File: src/hw/rtl/hkp_pkg.sv
// types and constants shared by the keyboard new-press detector
`timescale 1ns / 1ps

package hkp_pkg;

    localparam int REPORT_SLOTS = 6;
    localparam logic [6:0] MIN_REPORT_BYTES = 7'd8;
    localparam logic [7:0] HIGHEST_RESERVED_CODE = 8'd3;

    typedef struct packed {
        logic [6:0] report_length;
        logic [7:0] modifier_bits;
        logic [7:0] slot_zero;
        logic [7:0] slot_one;
        logic [7:0] slot_two;
        logic [7:0] slot_three;
        logic [7:0] slot_four;
        logic [7:0] slot_five;
    } in_word_t;

    typedef struct packed {
        logic [7:0] pressed_code;
        logic [7:0] press_modifier;
        logic       last_press;
    } out_word_t;

    typedef logic [REPORT_SLOTS-1:0][7:0] slot_codes_t;

    // one report's new presses, handed from the detector to the emitter
    typedef struct packed {
        logic                    valid;
        logic [REPORT_SLOTS-1:0] mask;
        slot_codes_t             codes;
        logic [7:0]              modifier;
    } press_batch_t;

endpackage

File: src/hw/rtl/hkp_detect.sv
// input register, stored keys and new-press compare
`timescale 1ns / 1ps

module hkp_detect #(
    parameter int KEY_SLOTS = 6
) (
    input  logic                  aclk,
    input  logic                  aresetn,
    input  logic                  s_valid,
    output logic                  s_ready,
    input  hkp_pkg::in_word_t     s_word,
    output hkp_pkg::press_batch_t batch,
    input  logic                  batch_ready
);
    import hkp_pkg::*;

    localparam int ACTIVE_SLOTS = (KEY_SLOTS < REPORT_SLOTS) ? KEY_SLOTS : REPORT_SLOTS;

    logic        in_valid_reg;
    in_word_t    in_word_reg;
    logic [7:0]  prior_keys_reg [ACTIVE_SLOTS];

    slot_codes_t             slots;
    logic [REPORT_SLOTS-1:0] new_mask;
    logic                    short_report;
    logic                    advance;
    logic                    load;

    always_comb begin
        slots[0] = in_word_reg.slot_zero;
        slots[1] = in_word_reg.slot_one;
        slots[2] = in_word_reg.slot_two;
        slots[3] = in_word_reg.slot_three;
        slots[4] = in_word_reg.slot_four;
        slots[5] = in_word_reg.slot_five;
    end

    always_comb begin
        logic held;
        new_mask = '0;
        for (int i = 0; i < ACTIVE_SLOTS; i++) begin
            held = 1'b0;
            for (int j = 0; j < ACTIVE_SLOTS; j++) begin
                held = held | (prior_keys_reg[j] == slots[i]);
            end
            new_mask[i] = (slots[i] > HIGHEST_RESERVED_CODE) && !held;
        end
    end

    assign short_report = in_word_reg.report_length < MIN_REPORT_BYTES;
    // short words drop out without touching the stored keys
    assign advance = in_valid_reg && (short_report || batch_ready);
    assign load    = in_valid_reg && !short_report && batch_ready;
    assign s_ready = !in_valid_reg || advance;

    always_comb begin
        batch.valid    = in_valid_reg && !short_report;
        batch.mask     = new_mask;
        batch.codes    = slots;
        batch.modifier = in_word_reg.modifier_bits;
    end

    always_ff @(posedge aclk) begin
        if (!aresetn) begin
            in_valid_reg <= 1'b0;
        end else if (s_ready) begin
            in_valid_reg <= s_valid;
        end
    end

    always_ff @(posedge aclk) begin
        if (s_ready && s_valid) begin
            in_word_reg <= s_word;
        end
    end

    always_ff @(posedge aclk) begin
        if (!aresetn) begin
            for (int k = 0; k < ACTIVE_SLOTS; k++) begin
                prior_keys_reg[k] <= 8'd0;
            end
        end else if (load) begin
            for (int k = 0; k < ACTIVE_SLOTS; k++) begin
                prior_keys_reg[k] <= slots[k];
            end
        end
    end

endmodule

File: src/hw/rtl/hkp_emit.sv
// serializes one report's new presses into the result register
`timescale 1ns / 1ps

module hkp_emit (
    input  logic                  aclk,
    input  logic                  aresetn,
    input  hkp_pkg::press_batch_t batch,
    output logic                  batch_ready,
    output logic                  m_valid,
    input  logic                  m_ready,
    output hkp_pkg::out_word_t    m_word
);
    import hkp_pkg::*;

    logic [REPORT_SLOTS-1:0] pend_mask_reg, pend_mask_next;
    slot_codes_t             codes_reg;
    logic [7:0]              modifier_reg;
    logic                    m_valid_reg, m_valid_next;
    out_word_t               m_word_reg;

    logic [REPORT_SLOTS-1:0] lowest;
    logic [REPORT_SLOTS-1:0] rest;
    logic [7:0]              pick_code;
    logic                    out_free;
    logic                    emit_fire;
    logic                    take;

    // lowest pending slot goes first
    assign lowest = pend_mask_reg & (~pend_mask_reg + 1'b1);
    assign rest   = pend_mask_reg & ~lowest;

    always_comb begin
        pick_code = 8'd0;
        for (int i = 0; i < REPORT_SLOTS; i++) begin
            pick_code = pick_code | (codes_reg[i] & {8{lowest[i]}});
        end
    end

    assign out_free    = !m_valid_reg || m_ready;
    assign emit_fire   = out_free && (pend_mask_reg != '0);
    assign batch_ready = (pend_mask_reg == '0) || (emit_fire && (rest == '0));
    assign take        = batch.valid && batch_ready;

    always_comb begin
        pend_mask_next = pend_mask_reg;
        if (take) begin
            pend_mask_next = batch.mask;
        end else if (emit_fire) begin
            pend_mask_next = rest;
        end
        m_valid_next = m_valid_reg;
        if (emit_fire) begin
            m_valid_next = 1'b1;
        end else if (m_ready) begin
            m_valid_next = 1'b0;
        end
    end

    always_ff @(posedge aclk) begin
        if (!aresetn) begin
            pend_mask_reg <= '0;
            m_valid_reg   <= 1'b0;
        end else begin
            pend_mask_reg <= pend_mask_next;
            m_valid_reg   <= m_valid_next;
        end
    end

    always_ff @(posedge aclk) begin
        if (take) begin
            codes_reg    <= batch.codes;
            modifier_reg <= batch.modifier;
        end
        if (emit_fire) begin
            m_word_reg.pressed_code   <= pick_code;
            m_word_reg.press_modifier <= modifier_reg;
            m_word_reg.last_press     <= (rest == '0);
        end
    end

    assign m_valid = m_valid_reg;
    assign m_word  = m_word_reg;

endmodule

File: src/hw/rtl/hid_keyboard_new_press_detect.sv
// top level of the keyboard new-press detector
//
//  channel | dir | handshake         | word
//  s_      | in  | s_valid / s_ready | report length, modifier, six key slots
//  m_      | out | m_valid / m_ready | pressed code, modifier, last press mark
//
// a report is held in the input register and then in the pending registers; its new
// presses leave through the result register at one per cycle while m_ready does not stall
// stored keys clear on synchronous reset; short reports drop at the input register
// a stalled m_ready holds the result register and backs up into s_ready
`timescale 1ns / 1ps

module hid_keyboard_new_press_detect #(
    parameter int KEY_SLOTS = 6
) (
    input  logic               aclk,
    input  logic               aresetn,
    input  logic               s_valid,
    output logic               s_ready,
    input  hkp_pkg::in_word_t  s_word,
    output logic               m_valid,
    input  logic               m_ready,
    output hkp_pkg::out_word_t m_word
);
    import hkp_pkg::*;

    press_batch_t batch;
    logic         batch_ready;

    hkp_detect #(
        .KEY_SLOTS(KEY_SLOTS)
    ) u_detect (
        .aclk       (aclk),
        .aresetn    (aresetn),
        .s_valid    (s_valid),
        .s_ready    (s_ready),
        .s_word     (s_word),
        .batch      (batch),
        .batch_ready(batch_ready)
    );

    hkp_emit u_emit (
        .aclk       (aclk),
        .aresetn    (aresetn),
        .batch      (batch),
        .batch_ready(batch_ready),
        .m_valid    (m_valid),
        .m_ready    (m_ready),
        .m_word     (m_word)
    );

endmodule

File: config.mk
export PLATFORM = sky130hd
export DESIGN_NAME = hid_keyboard_new_press_detect
export DESIGN_NICKNAME = d
export VERILOG_FILES = /design/src/hw/rtl/hkp_pkg.sv /design/src/hw/rtl/hkp_detect.sv /design/src/hw/rtl/hkp_emit.sv /design/src/hw/rtl/hid_keyboard_new_press_detect.sv
export SDC_FILE = /design/constraint.sdc
export NUM_CORES = 1
export LEC_CHECK = 0
export BUFFER_PORTS_ARGS = -buffer_cell sky130_fd_sc_hd__buf_2
export CORE_MARGIN = 2
export CORE_UTILIZATION = 62
export CTS_CLUSTER_SIZE = 40
export DETAILED_ROUTE_END_ITERATION = 10
export PLACE_DENSITY = 0.82
export SYNTH_ARGS = -nofsm -noshare
export SYNTH_HDL_FRONTEND = slang
export SYNTH_SLANG_ARGS = --single-unit
export TNS_END_PERCENT = 1
File: constraint.sdc
create_clock -name aclk -period 7.2 [get_ports aclk]
set_input_delay 0.36 -clock aclk [delete_from_list [all_inputs] [get_ports aclk]]
set_output_delay 0.36 -clock aclk [all_outputs]
set_load 0.01 [all_outputs]
; Yosys cells after proc, flatten, opt, wreduce, memory -nomap -nowiden
; Memory sizes are Yosys's and may differ from the RTL's.
; Index checks and enable logic that the tools add are counted.
[totals]
regBits = 144
ramBits = 48
input_bits = 67
out_inout_bits = 19
wordCells = 161
memories = 1
[classes]
n_addsub = 1
magnitude_cmp = 7
eq_ne = 36
n_mux = 14
n_bitwise = 51
reduce_logical = 30
[memory_table]
columns = name, depth, width, rd, rd_clocked_by_memory_dff, write_ports, line_no
row1 = u_detect.prior_keys_reg, 6, 8, 6, 0, 6, hkp_detect.sv:21  ; logic [7:0] prior_keys_reg [ACTIVE_SLOTS];
[op_table]
columns = operator, n
row1 = $eq 8x8->1, 36
row2 = $and 8x8->8, 6
row3 = $gt 8x2->1 const B, 6
row4 = $mux 8, 6
row5 = $or 8x8->8, 5
row6 = $or 1x1->1, 36
row7 = $and 6x6->6, 2
row8 = $logic_and 1x1->1, 12
row9 = $logic_not 6->1, 2
row10 = $mux 6, 2
row11 = $not 6->6, 2
row12 = $logic_not 1->1, 9
row13 = $lt 7x4->1 const B, 1
row14 = $add 6x1->6 const B, 1
row15 = $mux 1, 6
row16 = $reduce_bool 6->1, 1
row17 = $logic_or 1x1->1, 4
row18 = $reduce_bool 2->1, 2

; Longest topological paths before layout
[logic_depth]
word_depth = 13
mapped_depth = 7
ltp_nobuf = 5

; Modules after synthesis
; A second synthesis with hierarchy kept.
[unflattened]
cells_unflattened = 890
area_unflattened_um2 = 10685.2
[by_module_without_submodules]
columns = mod, n_inst, cells_per_inst, area_each_um2, seq_area_each_um2
row1 = hkp_detect, 1, 724, 7775.0, 3263.1
row2 = hkp_emit, 1, 166, 2910.3, 2332.2

; Worst setup path after synthesis
; No wires, ideal clock.
[synth_timing]
kind = reg2reg
from = reg u_emit.pend_mask_reg[2]
to = mem u_detect.prior_keys_reg[0][0], enable pin
setup_ns = 0.413
arrival_ns = 3.746
required_time_ns = 6.787
setup_slack_ns = 3.041
path_stages_with_launch = 6
n_path_buf = 0
period_less_slack_ns = 4.159
cell_sequence = dfxtp_1 -> maj3_1 -> o21ai_2 -> a32o_2 -> and2_1 -> nand2b_1
[synth_lines]
columns = element, line_no
row1 = from (decl), hkp_emit.sv:15  ; logic [REPORT_SLOTS-1:0] pend_mask_reg, pend_mask_next;
row2 = from (signal assigned), hkp_emit.sv:64  ; pend_mask_reg <= pend_mask_next;
row3 = to (decl), hkp_detect.sv:21

==> summary.md <==
| Metric | Value |
|---|---|
| First drt pass iteration count | 6 |
| Critical R2R Capture | u_detect.prior_keys_reg[4][0] |
| # hold bufs at CTS | 0 |
| DP Worst Slack | 4.12 ns |
| Syn_area_per_cell | 12.1 um2 |
| Slew headroom | 27.1% |
| RR Startpoint | u_emit.pend_mask_reg[0] |
| Max clock buf depth | 2 |
| Clock Skew | 0.0164 ns |
| Post-CTS sizing | 0 |
| Via Count | 6995 |
| Stages on worst setup path | 6 |
| Clock latency at the later pin of the worst-skew pair | 0.44 ns |
| Final global-route overflow total | 0 |
| Worst Setup EP | u_detect.prior_keys_reg[4][0] |
| Initial Util | 63.9% |
| Final setup fails | 0 |
| Fill cell count | 1117 |
| Max Fclk | 0.321 GHz |
| Detailed placer's ending HPWL | 18100 um |
| Most common cell after layout, fill and taps aside | xor2_1 |
| Hold path start | s_word[6] |
| Post-DR wirelength/cell | 26.1 um |
| Ant diodes | 0 |
| Flop2flop setup slack | 4.08 ns |
| Worst-path cell chain | nor2_1, a32o_2, and2_2, buf_4, nand2b_2, buf_4 |
| Final net count | 907 |
| Reg2reg path depth | 6 |
| IO buf count | 82 |
| Antenna violations before repair | 1 |
| WP buf/inv | 2 |
| Die Ht | 132 um |
| Pwr Density | 276 nW/um2 |
| Top delay family on crit path | buffers and inverters |
| Post-CTS Setup Bufs | 0 |
| Hold Path Class | in -> reg |
| Slew at the pin closest to its max-slew limit | 1.09 ns |
| MaxCap Viol Count | 0 |
| GP Congestion | 0.957 |
| Required time worst endpoint | 7.27 ns |
| Final design utilization | 69.2% |
| Most frequent cells in the layout | 192 x xor2_1, 181 x edfxtp_1, 96 x xnor2_1, 82 x buf_2, 48 x nor4_1 |
| Worst Path Arrival | 3.19 ns |
| Post-Synthesis Cells | 843 |
| Adder-Cell Fraction of Synth Area | 0.196% |
| Worst Setup SP | u_emit.pend_mask_reg[0] |
| Crit path kind | reg -> reg |
| Fin crit share | 43.3% |
| H-tree levels | 4 |
| Sink Count | 189 |
| RSZ-0062 raised after global routing | false |
| Max reg flops | 56 |
| Die W | 132 um |
| Core Area | 16000 um2 |
| Setup TNS | 0 ns |
| Post-synthesis compound-gate area fraction | 4.48% |
| TritonCTS Buffers | 17 |
| Vias in the first global route | 6898 |
| Drt drc | 0 |
| Largest net degree at the start of global routing | 61 |
| Post-Syn Area | 10200 um2 |
| Largest family of logic cells by synthesized area | XOR/XNOR gates |
| Root Driver | clkbuf_16 |
| Final Hold Viols | 0 |
| Placed cells | 1037 |
| Pins over their slew limit | 0 |
| Post-Layout Cell Count | 1069 |
| Leakage Power | 4.08 nW |
| Min Clock Period, post-route | 3.12 ns |
| Yosys warnings | 0 |
| Worst path most repeated cell | buf_4 |
| Library cells used by synthesis | 43 |
| Final wirelength | 27900 um |
| Clock transition at path regs | 0.08 ns |
| First-pass GRT wire length | 41500 um |
| Worst setup EP type | flip-flop |
| Sequential-to-total area share from yosys stat | 54.7% |
| Register bit total from synthesis | 189 |
| Iter 0 DRT Violations | 968 |
| CTS tree | built |
| GRT Resource Usage Total | 32.4% |
| Synth Area in Simple Gates | 11.4% |
| Synth Area in XOR/XNOR | 24.7% |
| Worst setup margin | 4.08 ns |
| Row count | 46 |
| DIE AREA | 17500 um2 |
| Share of cells above drive strength 1 | 17.0% |
| CP peak stage delay | 0.56 ns |
| Maximum vdd drop | 204 uV |
| Num ports | 86 |
| Syn-to-layout area delta | 8.27% |
| Mux share of post-synthesis cell area | 0% |
| Startpoint Class | flip-flop |
| Routed vias/inst | 6.54 |
| Crit Path Max Fanout | 57 |
| Post-Syn Nets | 910 |
| Status | finished clean |
| CP max-delay cell | buf_4 |
| Post-route ant nets | 0 |
-- per-stage QoR --
stage / cell area, um2 / hold WS (ns) / power [W]
floorplan: 10200 / 0.400 / 0.00194
global placement: 10500 / 0.402 / 0.00209
detailed placement: 10500 / 0.405 / 0.00213
CTS: 11100 / 0.0873 / 0.00304
global route: 11100 / 0.0812 / 0.00315
finish: 11100 / 0.0883 / 0.00305
-- logic make-up after synthesis --
| family | count (synthesis) |
|---|---|
| xor gates and xnor gates | 288 |
| and+or+nand+nor | 191 |
| DFF | 189 |
| buffers and inverters | 111 |
| AOI/OAI and AO/OA | 62 |
| adders and majority gates | 2 |
-- routing by layer --
layer  part of all wire [%]  track usage, %
met1                     37            43.1
met2                     46            51.4
met3                     11            5.36
met4                    6.0            17.6
met5                      0               0
-- worst min-delay path by stage --
stage                             end  slack (ns)  depth (start not counted)
2_1_floorplan        u_emit.m_word[1]        0.40                          0
3_3_place_gp         u_emit.m_word[7]        0.40                          0
3_5_place_dp   u_emit.modifier_reg[0]        0.40                          0
4_1_cts            u_detect.batch[31]        0.09                          1
5_1_grt            u_detect.batch[41]        0.08                          1
6_report           u_detect.batch[54]        0.09                          1
-- Yosys cell counts, drive strengths merged --
cell type	count	share of area (%)
nor3	7	0.34
or3	2	0.12
o41a	1	0.11
xor2	192	16
nand3	2	0.098
edfxtp	181	53
a32o	1	0.11
o311ai	1	0.086
inv	4	0.15
and2	51	3.6
o211ai	13	0.95
or2	1	0.061
clkbuf	92	3.4
o31ai	3	0.22
buf	15	0.99
nor4	49	3.1
xnor2	96	8.2
nand2	29	1.1
nor2b	2	0.12
a31oi	2	0.12
o41ai	1	0.086
nand4	24	1.5
nor3b	1	0.12
a21oi	11	0.54
maj3	2	0.20
o32ai	3	0.26
a22oi	16	1.2
nand2b	3	0.26
a221oi	8	0.68
and3	1	0.11
or4	6	0.44
dfxtp	8	1.6
nor2	13	0.48
o21ai	2	0.13
-- final cells by class --
cell class	count	area (um2)	area share (%)
multi-input cells	543	4180	37.7
flip-flops and latches	189	5600	50.5
clock buffers	19	433	3.91
clock inverters	13	150	1.36
well taps	216	270	2.44
repair buffers	85	433	3.91
inverters	4	15.0	0.136
-- power breakdown --
group	switching, W	leakage (nW)	internal [W]
sequential	0.000246	1.85	0.00138
combinational	0.000262	1.95	0.000238
clock	0.000435	0.277	0.000492
Power figures use the tool's default switching activity.
